`config.mk`:
```
export PLATFORM = sky130hd
export DESIGN_NAME = command_mailbox_watchdog
export DESIGN_NICKNAME = d
export VERILOG_FILES = /design/src/design/cmw_pkg.sv /design/src/design/cmw_cfg.sv /design/src/design/cmw_core.sv /design/src/design/command_mailbox_watchdog.sv
export SDC_FILE = /design/constraint.sdc
export NUM_CORES = 1
export LEC_CHECK = 0
export ABC_AREA = 1
export BUFFER_PORTS_ARGS = -buffer_cell sky130_fd_sc_hd__buf_2
export CELL_PAD_IN_SITES_DETAIL_PLACEMENT = 1
export CELL_PAD_IN_SITES_GLOBAL_PLACEMENT = 1
export CORE_AREA = 2 2 344 346
export CTS_CLUSTER_DIAMETER = 40
export CTS_CLUSTER_SIZE = 24
export DETAILED_ROUTE_END_ITERATION = 8
export DIE_AREA = 0 0 346 348
export PLACE_DENSITY = 0.48
export REMOVE_ABC_BUFFERS = 1
export SYNTH_ARGS = -nofsm -noshare
export SYNTH_HDL_FRONTEND = slang
export SYNTH_HIERARCHICAL = 1
export SYNTH_SLANG_ARGS = --single-unit
```
`constraint.sdc`:
```
create_clock -name clk_i -period 9.2 [get_ports clk_i]
set_input_delay 0.92 -clock clk_i [delete_from_list [all_inputs] [get_ports clk_i]]
set_output_delay 0.92 -clock clk_i [all_outputs]
set_load 0.05 [all_outputs]
```
`src/design/cmw_pkg.sv`:
```
// ----------------------------------------------------------------------------
// cmw_pkg: shared types and constants for the command mailbox watchdog
// Field widths, register map, mode and severity codes, threshold helper.
// ----------------------------------------------------------------------------
`default_nettype none

package cmw_pkg;

  // Motors watched; the masks are 4 bits whatever the count.
  localparam int MotorCount = 4;
  localparam logic [3:0] MotorSpan =
    (MotorCount >= 4) ? 4'hF : 4'((1 << MotorCount) - 1);

  localparam int UsPerMs = 1000;

  // Configuration port
  localparam int CfgAw = 3;
  localparam logic CfgRegWarn  = 1'b0;
  localparam logic CfgRegFault = 1'b1;
  localparam logic [15:0] WarnLimitReset  = 16'd200;
  localparam logic [15:0] FaultLimitReset = 16'd500;

  // Threshold in us: a stall of more than limit ms holds exactly when
  // stall_us >= this.
  localparam int ThrW = 26;

  // Command kinds
  localparam logic [7:0] KindSpeed    = 8'd1;
  localparam logic [7:0] KindPosition = 8'd2;

  // Issue modes
  localparam logic [1:0] ModeCurrent  = 2'd0;
  localparam logic [1:0] ModeVelocity = 2'd1;
  localparam logic [1:0] ModePosition = 2'd2;

  // Severity
  localparam logic [1:0] SevOk    = 2'd0;
  localparam logic [1:0] SevWarn  = 2'd1;
  localparam logic [1:0] SevFault = 2'd2;

  // Reason
  localparam logic ReasonNone    = 1'b0;
  localparam logic ReasonTimeout = 1'b1;

  // Node state
  localparam logic [1:0] NodeInitial = 2'd0;
  localparam logic [1:0] NodeRunning = 2'd1;
  localparam logic [1:0] NodeFault   = 2'd2;

  typedef struct packed {
    logic [63:0] seq_first;
    logic [63:0] seq_second;
    logic [7:0]  target_motor;
    logic [7:0]  command_kind;
    logic signed [31:0] command_value;
    logic [47:0] time_us;
    logic [3:0]  online_mask;
  } cmw_item_t;

  typedef struct packed {
    logic        issue_valid;
    logic [7:0]  issue_node;
    logic [1:0]  issue_mode;
    logic signed [15:0] issue_target;
    logic [1:0]  severity_level;
    logic        reason_code;
    logic [1:0]  node_mode;
    logic [3:0]  disable_mask;
    logic [3:0]  zero_torque_mask;
  } cmw_result_t;

  typedef struct packed {
    logic [ThrW-1:0] warn_thr;
    logic [ThrW-1:0] fault_thr;
  } cmw_thr_t;

  // (limit + 1) * 1000, a 17 x 10 bit constant product
  function automatic logic [ThrW-1:0] thr_of(input logic [15:0] limit_ms);
    logic [16:0] lim_p1;
    lim_p1 = {1'b0, limit_ms} + 17'd1;
    return ThrW'(lim_p1) * ThrW'(UsPerMs);
  endfunction

endpackage

`default_nettype wire

```
`src/design/cmw_cfg.sv`:
```
// ----------------------------------------------------------------------------
// cmw_cfg: limit registers behind the APB port
// Holds both limits and the matching microsecond thresholds.
// ----------------------------------------------------------------------------
`default_nettype none

module cmw_cfg
  import cmw_pkg::*;
(
  input  wire logic             clk_i,
  input  wire logic             rst_ni,
  input  wire logic             psel,
  input  wire logic             penable,
  input  wire logic             pwrite,
  input  wire logic [CfgAw-1:0] paddr,
  input  wire logic [31:0]      pwdata,
  output logic      [31:0]      prdata,
  output logic                  pready,
  output cmw_thr_t              thr_o
);

  logic [15:0] warn_lim_q, fault_lim_q;
  logic [ThrW-1:0] warn_thr_q, fault_thr_q;
  logic wr_en;
  logic reg_sel;

  assign pready  = 1'b1;
  assign reg_sel = paddr[2];
  assign wr_en   = psel && penable && pwrite && pready;

  always_ff @(posedge clk_i or negedge rst_ni) begin
    if (!rst_ni) begin
      warn_lim_q  <= WarnLimitReset;
      fault_lim_q <= FaultLimitReset;
      warn_thr_q  <= thr_of(WarnLimitReset);
      fault_thr_q <= thr_of(FaultLimitReset);
    end else if (wr_en) begin
      unique case (reg_sel)
        CfgRegWarn: begin
          warn_lim_q <= pwdata[15:0];
          warn_thr_q <= thr_of(pwdata[15:0]);
        end
        CfgRegFault: begin
          fault_lim_q <= pwdata[15:0];
          fault_thr_q <= thr_of(pwdata[15:0]);
        end
        default: ;
      endcase
    end
  end

  always_comb begin
    unique case (reg_sel)
      CfgRegWarn:  prdata = {16'd0, warn_lim_q};
      CfgRegFault: prdata = {16'd0, fault_lim_q};
      default:     prdata = 32'd0;
    endcase
  end

  assign thr_o.warn_thr  = warn_thr_q;
  assign thr_o.fault_thr = fault_thr_q;

endmodule

`default_nettype wire

```
`src/design/cmw_core.sv`:
```
// ----------------------------------------------------------------------------
// cmw_core: watchdog state and per-period decision logic
// Sequence check, command issue, stall timer and severity escalation.
// ----------------------------------------------------------------------------
`default_nettype none

module cmw_core
  import cmw_pkg::*;
(
  input  wire logic        clk_i,
  input  wire logic        rst_ni,
  input  wire logic        step_i,
  input  wire cmw_item_t   item_i,
  input  wire cmw_thr_t    thr_i,
  output cmw_result_t      res_o
);

  logic [63:0] last_q, last_d;
  logic        run_q, run_d;
  logic [47:0] start_q, start_d;
  logic [1:0]  sev_q, sev_d;
  logic        rsn_q, rsn_d;
  logic [1:0]  mode_q, mode_d;

  logic        issue;
  logic        match;
  logic        run_eff;
  logic [1:0]  sev1;
  logic        rsn1;
  logic [47:0] stall_us;
  logic [3:0]  online;

  always_comb begin
    issue   = (item_i.seq_first == item_i.seq_second) && (item_i.seq_first != last_q);
    last_d  = issue ? item_i.seq_first : last_q;
    mode_d  = (issue && last_q == 64'd0) ? NodeRunning : mode_q;
    match   = issue || (item_i.seq_first == last_q);
    run_eff = issue ? 1'b0 : run_q;
    online  = item_i.online_mask & MotorSpan;

    // An accepted command clears a timeout warning
    if (issue && sev_q == SevWarn && rsn_q == ReasonTimeout) begin
      sev1 = SevOk;
      rsn1 = ReasonNone;
    end else begin
      sev1 = sev_q;
      rsn1 = rsn_q;
    end

    start_d  = run_eff ? start_q : item_i.time_us;
    stall_us = item_i.time_us - start_d;
    run_d    = run_eff;
    sev_d    = sev1;
    rsn_d    = rsn1;

    res_o = '0;
    if (issue) begin
      res_o.issue_valid  = 1'b1;
      res_o.issue_node   = item_i.target_motor;
      res_o.issue_target = item_i.command_value[15:0];
      priority if (item_i.command_kind == KindSpeed)    res_o.issue_mode = ModeVelocity;
      else if (item_i.command_kind == KindPosition)     res_o.issue_mode = ModePosition;
      else                                              res_o.issue_mode = ModeCurrent;
    end

    start_d = run_eff ? start_q : (last_d != 64'd0 && match) ? item_i.time_us : start_q;

    if (last_d != 64'd0) begin
      if (match) begin
        run_d = 1'b1;
        priority if (stall_us >= {{(48-ThrW){1'b0}}, thr_i.fault_thr}) begin
          sev_d  = SevFault;
          rsn_d  = ReasonTimeout;
          mode_d = NodeFault;
          res_o.disable_mask = online;
        end else if (stall_us >= {{(48-ThrW){1'b0}}, thr_i.warn_thr}) begin
          if (sev1 == SevOk) begin
            sev_d = SevWarn;
            rsn_d = ReasonTimeout;
            res_o.zero_torque_mask = online;
          end
        end
      end else begin
        // Sequence moved with a write in progress: stop the timer
        run_d = 1'b0;
        if (sev1 == SevWarn && rsn1 == ReasonTimeout) begin
          sev_d = SevOk;
          rsn_d = ReasonNone;
        end
      end
    end

    res_o.severity_level = sev_d;
    res_o.reason_code    = rsn_d;
    res_o.node_mode      = mode_d;
  end

  always_ff @(posedge clk_i or negedge rst_ni) begin
    if (!rst_ni) begin
      last_q  <= '0;
      run_q   <= 1'b0;
      start_q <= '0;
      sev_q   <= SevOk;
      rsn_q   <= ReasonNone;
      mode_q  <= NodeInitial;
    end else if (step_i) begin
      last_q  <= last_d;
      run_q   <= run_d;
      start_q <= start_d;
      sev_q   <= sev_d;
      rsn_q   <= rsn_d;
      mode_q  <= mode_d;
    end
  end

  a_fault_sticky: assert property (@(posedge clk_i) disable iff (!rst_ni)
    sev_q == SevFault |=> sev_q == SevFault)
    else $error("fault severity cleared");

  a_issue_updates_seq: assert property (@(posedge clk_i) disable iff (!rst_ni)
    step_i && res_o.issue_valid |=> last_q == $past(item_i.seq_first))
    else $error("issued command did not record its sequence");

  a_mask_exclusive: assert property (@(posedge clk_i) disable iff (!rst_ni)
    step_i |-> (res_o.disable_mask == 4'd0 || res_o.zero_torque_mask == 4'd0))
    else $error("disable and zero torque in one period");

endmodule

`default_nettype wire

```
`src/design/command_mailbox_watchdog.sv`:
```
// ----------------------------------------------------------------------------
// command_mailbox_watchdog: mailbox command issue with stall watchdog
//
// Each input transaction is one control period: the mailbox sequence pair,
// the command, the current time in microseconds and the online motor mask.
// Each one yields exactly one output transaction carrying the issued command
// (if any), the severity, reason and node state after the period, and the
// disable and zero torque masks for the online motors.
// Limits are set over the APB port (warn at 0x0, fault at 0x4, 16 bits each)
// and are converted to microsecond thresholds when written.
// The input register feeds the decision logic, and the result register loads
// from it when the transaction advances.
// Throughput: one transaction per cycle unless the receiver stalls; the
// watchdog state is updated in one pass of the compare and 48 bit subtract logic.
// Reset clears the sequence, timer and severity state, loads warn 200 ms and
// fault 500 ms, and empties both registers.
// When the receiver stalls, the result is held and the input register keeps
// its transaction; in_stall_o rises in the same cycle once that register is
// full, and an empty input register still takes one more transaction.
// ----------------------------------------------------------------------------
`default_nettype none

module command_mailbox_watchdog
  import cmw_pkg::*;
(
  input  wire logic             clk_i,
  input  wire logic             rst_ni,

  input  wire logic             psel,
  input  wire logic             penable,
  input  wire logic             pwrite,
  input  wire logic [CfgAw-1:0] paddr,
  input  wire logic [31:0]      pwdata,
  output logic      [31:0]      prdata,
  output logic                  pready,

  input  wire logic             in_valid_i,
  output logic                  in_stall_o,
  input  wire logic [63:0]      seq_first_i,
  input  wire logic [63:0]      seq_second_i,
  input  wire logic [7:0]       target_motor_i,
  input  wire logic [7:0]       command_kind_i,
  input  wire logic signed [31:0] command_value_i,
  input  wire logic [47:0]      time_us_i,
  input  wire logic [3:0]       online_mask_i,

  output logic                  out_valid_o,
  input  wire logic             out_stall_i,
  output logic                  issue_valid_o,
  output logic [7:0]            issue_node_o,
  output logic [1:0]            issue_mode_o,
  output logic signed [15:0]    issue_target_o,
  output logic [1:0]            severity_level_o,
  output logic                  reason_code_o,
  output logic [1:0]            node_mode_o,
  output logic [3:0]            disable_mask_o,
  output logic [3:0]            zero_torque_mask_o
);

  cmw_thr_t    thr;
  cmw_item_t   item_q;
  cmw_result_t res, res_q;
  logic        in_vld_q, in_vld_d;
  logic        out_vld_q, out_vld_d;
  logic        in_acc;
  logic        advance;

  cmw_cfg u_cfg (
    .clk_i   (clk_i),
    .rst_ni  (rst_ni),
    .psel    (psel),
    .penable (penable),
    .pwrite  (pwrite),
    .paddr   (paddr),
    .pwdata  (pwdata),
    .prdata  (prdata),
    .pready  (pready),
    .thr_o   (thr)
  );

  cmw_core u_core (
    .clk_i  (clk_i),
    .rst_ni (rst_ni),
    .step_i (advance),
    .item_i (item_q),
    .thr_i  (thr),
    .res_o  (res)
  );

  // Move the held transaction on whenever the result slot is free or draining
  assign advance    = in_vld_q && (!out_vld_q || !out_stall_i);
  assign in_stall_o = in_vld_q && !advance;
  assign in_acc     = in_valid_i && !in_stall_o;

  always_comb begin
    in_vld_d  = in_acc ? 1'b1 : (advance ? 1'b0 : in_vld_q);
    out_vld_d = advance ? 1'b1 : (out_stall_i ? out_vld_q : 1'b0);
  end

  always_ff @(posedge clk_i or negedge rst_ni) begin
    if (!rst_ni) begin
      in_vld_q  <= 1'b0;
      out_vld_q <= 1'b0;
    end else begin
      in_vld_q  <= in_vld_d;
      out_vld_q <= out_vld_d;
    end
  end

  always_ff @(posedge clk_i) begin
    if (in_acc) begin
      item_q.seq_first     <= seq_first_i;
      item_q.seq_second    <= seq_second_i;
      item_q.target_motor  <= target_motor_i;
      item_q.command_kind  <= command_kind_i;
      item_q.command_value <= command_value_i;
      item_q.time_us       <= time_us_i;
      item_q.online_mask   <= online_mask_i;
    end
    if (advance) begin
      res_q <= res;
    end
  end

  assign out_valid_o        = out_vld_q;
  assign issue_valid_o      = res_q.issue_valid;
  assign issue_node_o       = res_q.issue_node;
  assign issue_mode_o       = res_q.issue_mode;
  assign issue_target_o     = res_q.issue_target;
  assign severity_level_o   = res_q.severity_level;
  assign reason_code_o      = res_q.reason_code;
  assign node_mode_o        = res_q.node_mode;
  assign disable_mask_o     = res_q.disable_mask;
  assign zero_torque_mask_o = res_q.zero_torque_mask;

  a_stall_needs_result: assert property (@(posedge clk_i) disable iff (!rst_ni)
    in_stall_o |-> out_vld_q && out_stall_i)
    else $error("input stalled without a blocked result");

  a_advance_fills: assert property (@(posedge clk_i) disable iff (!rst_ni)
    advance |=> out_vld_q)
    else $error("advanced transaction lost");

  a_held_result: assert property (@(posedge clk_i) disable iff (!rst_ni)
    out_vld_q && out_stall_i |=> out_vld_q && res_q == $past(res_q))
    else $error("stalled result changed");

endmodule

`default_nettype wire
```
# Word-level counts from Yosys, hierarchy flattened
# Index checks and enable logic that the tools add are counted.
# word_totals
rom_bits,0
elab_cells,107
mem_bits_rw,0
inputBits,270
latch_bits,0
out_inout_bits,75
mem_count,0
register_bits,450
# op_classes
muxes,31
addsub,2
n_eq_ne,8
n_div,0
mul,1
order_cmp,2
shift,0
bitwise_logic,7
reduce_logical,27
# ops
operator,n
== test 64 bit,2
>= comparator 48 x 26 -> 1 bit,2
zero test 64 bit,1
2-to-1 mux 64 bit,1
inequality test 64 bit,1
one-hot mux 32 bit (2 select lines),1
nonzero test 64 bit,1
2-to-1 mux 48 bit,1
subtractor 48 bit,1
2-to-1 mux 27 bit,1
2-to-1 mux 2 bit,13
multiplier 17 x 7 -> 23 bit (second input constant),1
adder 16 x 1 -> 17 bit (second input constant),1
2-to-1 mux 1 bit,14
logical AND 1 bit,11
== test 8 x 1 -> 1 bit (second input constant),1
== test 8 x 2 -> 1 bit (second input constant),1
inverter 1 bit,7
AND reduction 3 bit,2
OR reduction 5 bit,1
== test 2 x 1 -> 1 bit (second input constant),2
zero test 1 bit,4
AND reduction 2 bit,2
zero test 2 bit,1
other kinds (4),5

# Depth between registers and ports, before layout
# logic_depth
depth_word,11
mapped_depth,45
ltp_nobuf,41

# Hierarchy
# The synthesis kept the hierarchy.
# modules_own_cells
mod,seq_area_each_um2,area_per_inst_um2,cells_each,instances
cmw_core,2952.8,14178.6,2468,1
command_mailbox_watchdog,8097.8,8142.8,280,1
cmw_cfg,1980.6,6626.4,853,1

# Worst setup path after synthesis
# No wires, ideal clock.
# synth_timing
kind,input to register
startpoint,in out_stall_i
endpoint,reg item_q[0] in the netlist's numbering (enable)
cell_stages,3
t_required_ps,8620
setup_time_ps,580
path_slack_ps,3182
arrival_time_ps,5439
n_path_buf,0
cell_sequence,nand3_2 > nand2_1 > inv_1
# synth_via
elab_chain_len,7
# synth_rtl
item,line,source
"start, declared",command_mailbox_watchdog.sv:48,"input wire logic out_stall_i,"
zero test 1 bit,command_mailbox_watchdog.sv:91,assign advance = in_vld_q && (!out_vld_q || !out_stall_i);
logical OR 1 bit,command_mailbox_watchdog.sv:91,
logical AND 1 bit,command_mailbox_watchdog.sv:91,
zero test 1 bit,command_mailbox_watchdog.sv:92,assign in_stall_o = in_vld_q && !advance;
logical AND 1 bit,command_mailbox_watchdog.sv:92,
zero test 1 bit,command_mailbox_watchdog.sv:93,assign in_acc = in_valid_i && !in_stall_o;
logical AND 1 bit,command_mailbox_watchdog.sv:93,
via in_acc,command_mailbox_watchdog.sv:65,logic in_acc;
"end, declared",command_mailbox_watchdog.sv:61,cmw_item_t item_q;
# The timed path passes the listed nets, and every way through them passes these cells.
# A chain may end at the register's enable or synchronous reset.

# Worst setup path in the final report
# layout_timing
startpoint,reg item_q[201] in the netlist's numbering
endpoint,"reg res_q, in the netlist zero_torque_mask_o[2], data pin"
# layout_via
elab_chain_len,8
elab_cells_between_ends,21
cone_classes,add/sub (1); order compare (2); eq/ne (3); mux (4); bitwise (4); reduce/logical (7)
# layout_rtl
item,line,source
== test 64 bit / inequality test 64 bit (equally long branches),cmw_core.sv:34,issue = (item_i.seq_first == item_i.seq_second) && (item_i.seq_first != last_q);
logical AND 1 bit,cmw_core.sv:34,
2-to-1 mux 1 bit / logical AND 1 bit (equally long branches),"cmw_core.sv:38, cmw_core.sv:42",
2-to-1 mux 48 bit / logical AND 1 bit (equally long branches),"cmw_core.sv:50, cmw_core.sv:42",
subtractor 48 bit / 2-to-1 mux 2 bit (equally long branches),"cmw_core.sv:51, cmw_core.sv:42",
>= comparator 48 x 26 -> 1 bit / zero test 2 bit (equally long branches),"cmw_core.sv:76, cmw_core.sv:77",
inverter 1 bit (no source line),-,
OR reduction 5 bit (no source line) (*),-,
"end signal, assigned",command_mailbox_watchdog.sv:121,res_q <= res;
"end, declared",command_mailbox_watchdog.sv:62,"cmw_result_t res, res_q;"
# Every way passes the cells marked *; elsewhere a longest branch is shown, timed or not.

==> metrics.md <==
| Metric | Value |
|---|---|
| Worst-path clk slew | 60 ps |
| CTS Buf Count | 98 |
| Post-Syn Area | 28470 um^2 |
| Reg2Reg Setup Slack | 2820 ps |
| DR vias/cell | 4.231 |
| Starting DRC count in detailed routing | 936 |
| Crit end category | flip-flop |
| Antenna Violating Nets Remaining | 0 |
| CP Data Arrival Time | 6920 ps |
| PwrDens | 258.0 nW/um^2 |
| H-Tree Depth | 3 |
| Setup TNS | 0 ps |
| # port buffers | 293 |
| Reg2reg start | item_q[201] |
| Setup repair bufs after CTS | 0 |
| Gr usage total | 0.1491 |
| Initial antenna violation count | 12 |
| Die Y | 348 um |
| Unrepaired setup endpoints after global routing | false |
| CTS Hold Bufs | 0 |
| Final net count | 4382 |
| Post-DR wirelength/cell | 16.17 um |
| Layout Skew | 67.07 ps |
| Synthesis-to-layout area growth | 23.15% |
| Fmax | 0.1568 GHz |
| Post-route clock period utilization | 0.6932 |
| Root Driver | clkbuf_16 |
| RR Endpoint | zero_torque_mask_o[2] |
| Placer Congestion | 0.7960 |
| Required time of the critical path | 9740 ps |
| Drt first pass iters | 5 |
| Status | finished clean |
| Worst Hold Slack | 219.7 ps |
| End point of the critical path | zero_torque_mask_o[2] |
| Total wire length | 89540 um |
| Worst-Margin Slew | 929.0 ps |
| Levels on crit path | 36 |
| Die area | 120400 um^2 |
| Cell repeated most along the worst path | nand2_1 |
| IO Count | 345 |
| Max Cap Violations | 0 |
| Vias in the first global route | 24.66k |
| Post-cts sizing count | 0 |
| Fin. Hold Viols | 0 |
| Total of fill cells in the finished design | 14.00k |
| Placed inst area | 31610 um^2 |
| Layout cells sized above 1 | 0.1393 |
| Post-DP HPWL | 67610 um |
| CTS sink cnt | 450 |
| CP Buf/Inv Count | 5 |
| Fin area | 35060 um^2 |
| First-pass GRT wire length | 140700 um |
| Initial core utilization | 0.2434 |
| Syn Area/Cell | 7.941 um^2 |
| Crit Path Max Fanout | 27 |
| Yosys warning total | 6 |
| Critical Path Source Type | flip-flop |
| Worst Hold Class | in -> async |
| Peak VDD IR | 149.3 uV |
| Worst path slowest cell | edfxtp_1 |
| Vias | 23.43k |
| Aggregate global routing overflow | 0 |
| CP top delay family | simple AND/OR/NAND/NOR gates |
| Core Area | 117000 um^2 |
| Slew margin rel. | 0.3807 |
| Critical Path Source | item_q[201] |
| Final setup viols | 0 |
| Reg2Reg Depth | 36 |
| Area of the multi-input gates | 13390 um^2 |
| CTS tree | built |
| Drc violations | 0 |
| Critical path type | reg -> reg |
| Slew Limit Fails | 0 |
| Clock tree buffer depth | 3 |
| Later-pin clock latency in the skew report | 710 ps |
| Max incr delay on CP | 580 ps |
| Min Tclk post-route | 6377 ps |
| Largest net degree at the start of global routing | 123 |
| Flip-flop and latch area | 12550 um^2 |
| # rows | 126 |
| Cell count after synthesis | 3585 |
| Die X | 346 um |
| Leak | 17.62 nW |
-- cell usage in the layout, fill, tap and decap left out, drive strengths merged, types with 29 or more instances in the layout --
cell and n:
clkinv 39, nand2 1261, clkbuf 108, inv 572, buf 310, xor2 62, mux2i 45, ha 146
dfrtp 175, fa 51, nor2 281, nand3b 29, xnor2 60, a21oi 83, edfxtp 252, nand3 183
o21ai 172
-- flip-flops by register name, summed over array words and instances (netlist names), 8 cells and up --
| signal | cells |
|---|---|
| issue_node_o | 8 |
| u_cfg/warn_thr_q | 23 |
| item_q | 212 |
| u_core/start_q | 48 |
| u_cfg/fault_lim_q | 16 |
| u_cfg/warn_lim_q | 16 |
| issue_target_o | 16 |
| u_core/last_q | 64 |
| u_cfg/fault_thr_q | 23 |
-- metal layers --
layer,vias to the layer above,track usage,share of wire
li1,11950,-,-
met1,11020,0.1939,0.47
met5,-,0,0.00063
met4,8,0.04180,0.023
met2,313,0.2522,0.48
met3,138,0.02798,0.031
-- through the flow --
stage                     cells    util  setup WS (ps)  power (mW)
after detailed placement   5351  0.2702           2533       5.506
after floorplan            3505       -          261.7       4.645
final                      5538  0.2997           2823       9.044
after global routing       5538  0.2997           2027       9.798
after global placement     5351  0.2702           2590       5.464
after CTS                  5536  0.2996           2603       9.242
-- final cells by class --
| cell class | instances | share of cell area |
|---|---|---|
| Clock inverter | 77 | 0.02598 |
| Tap cell | 1536 | 0.05482 |
| Clock buffer | 108 | 0.07217 |
| Antenna cell | 2 | 0.0001428 |
| Sequential cell | 450 | 0.3580 |
| Timing Repair Buffer | 310 | 0.04647 |
| Inverter | 561 | 0.06035 |
| Multi-Input combinational cell | 2494 | 0.3820 |
-- power breakdown --
group,internal (mW),leakage (nW),switching (mW)
logic,0.963,11.0,1.80
registers,2.44,4.97,0.206
clock network,2.33,1.63,1.30
-- how the worst min path moves through the flow --
stage,start,endpoint,slack [ps]
after floorplan,u_core/start_q[10],u_core/start_q[10],440
after global placement,u_core/start_q[9],u_core/start_q[9],450
after detailed placement,u_cfg/warn_thr_q[8],u_cfg/warn_thr_q[8],460
after CTS,rst_ni,u_core/start_q[2],230
after global routing,rst_ni,u_core/start_q[2],240
final,rst_ni,u_core/start_q[1],220
No activity file was read; power rests on OpenSTA's default activity.
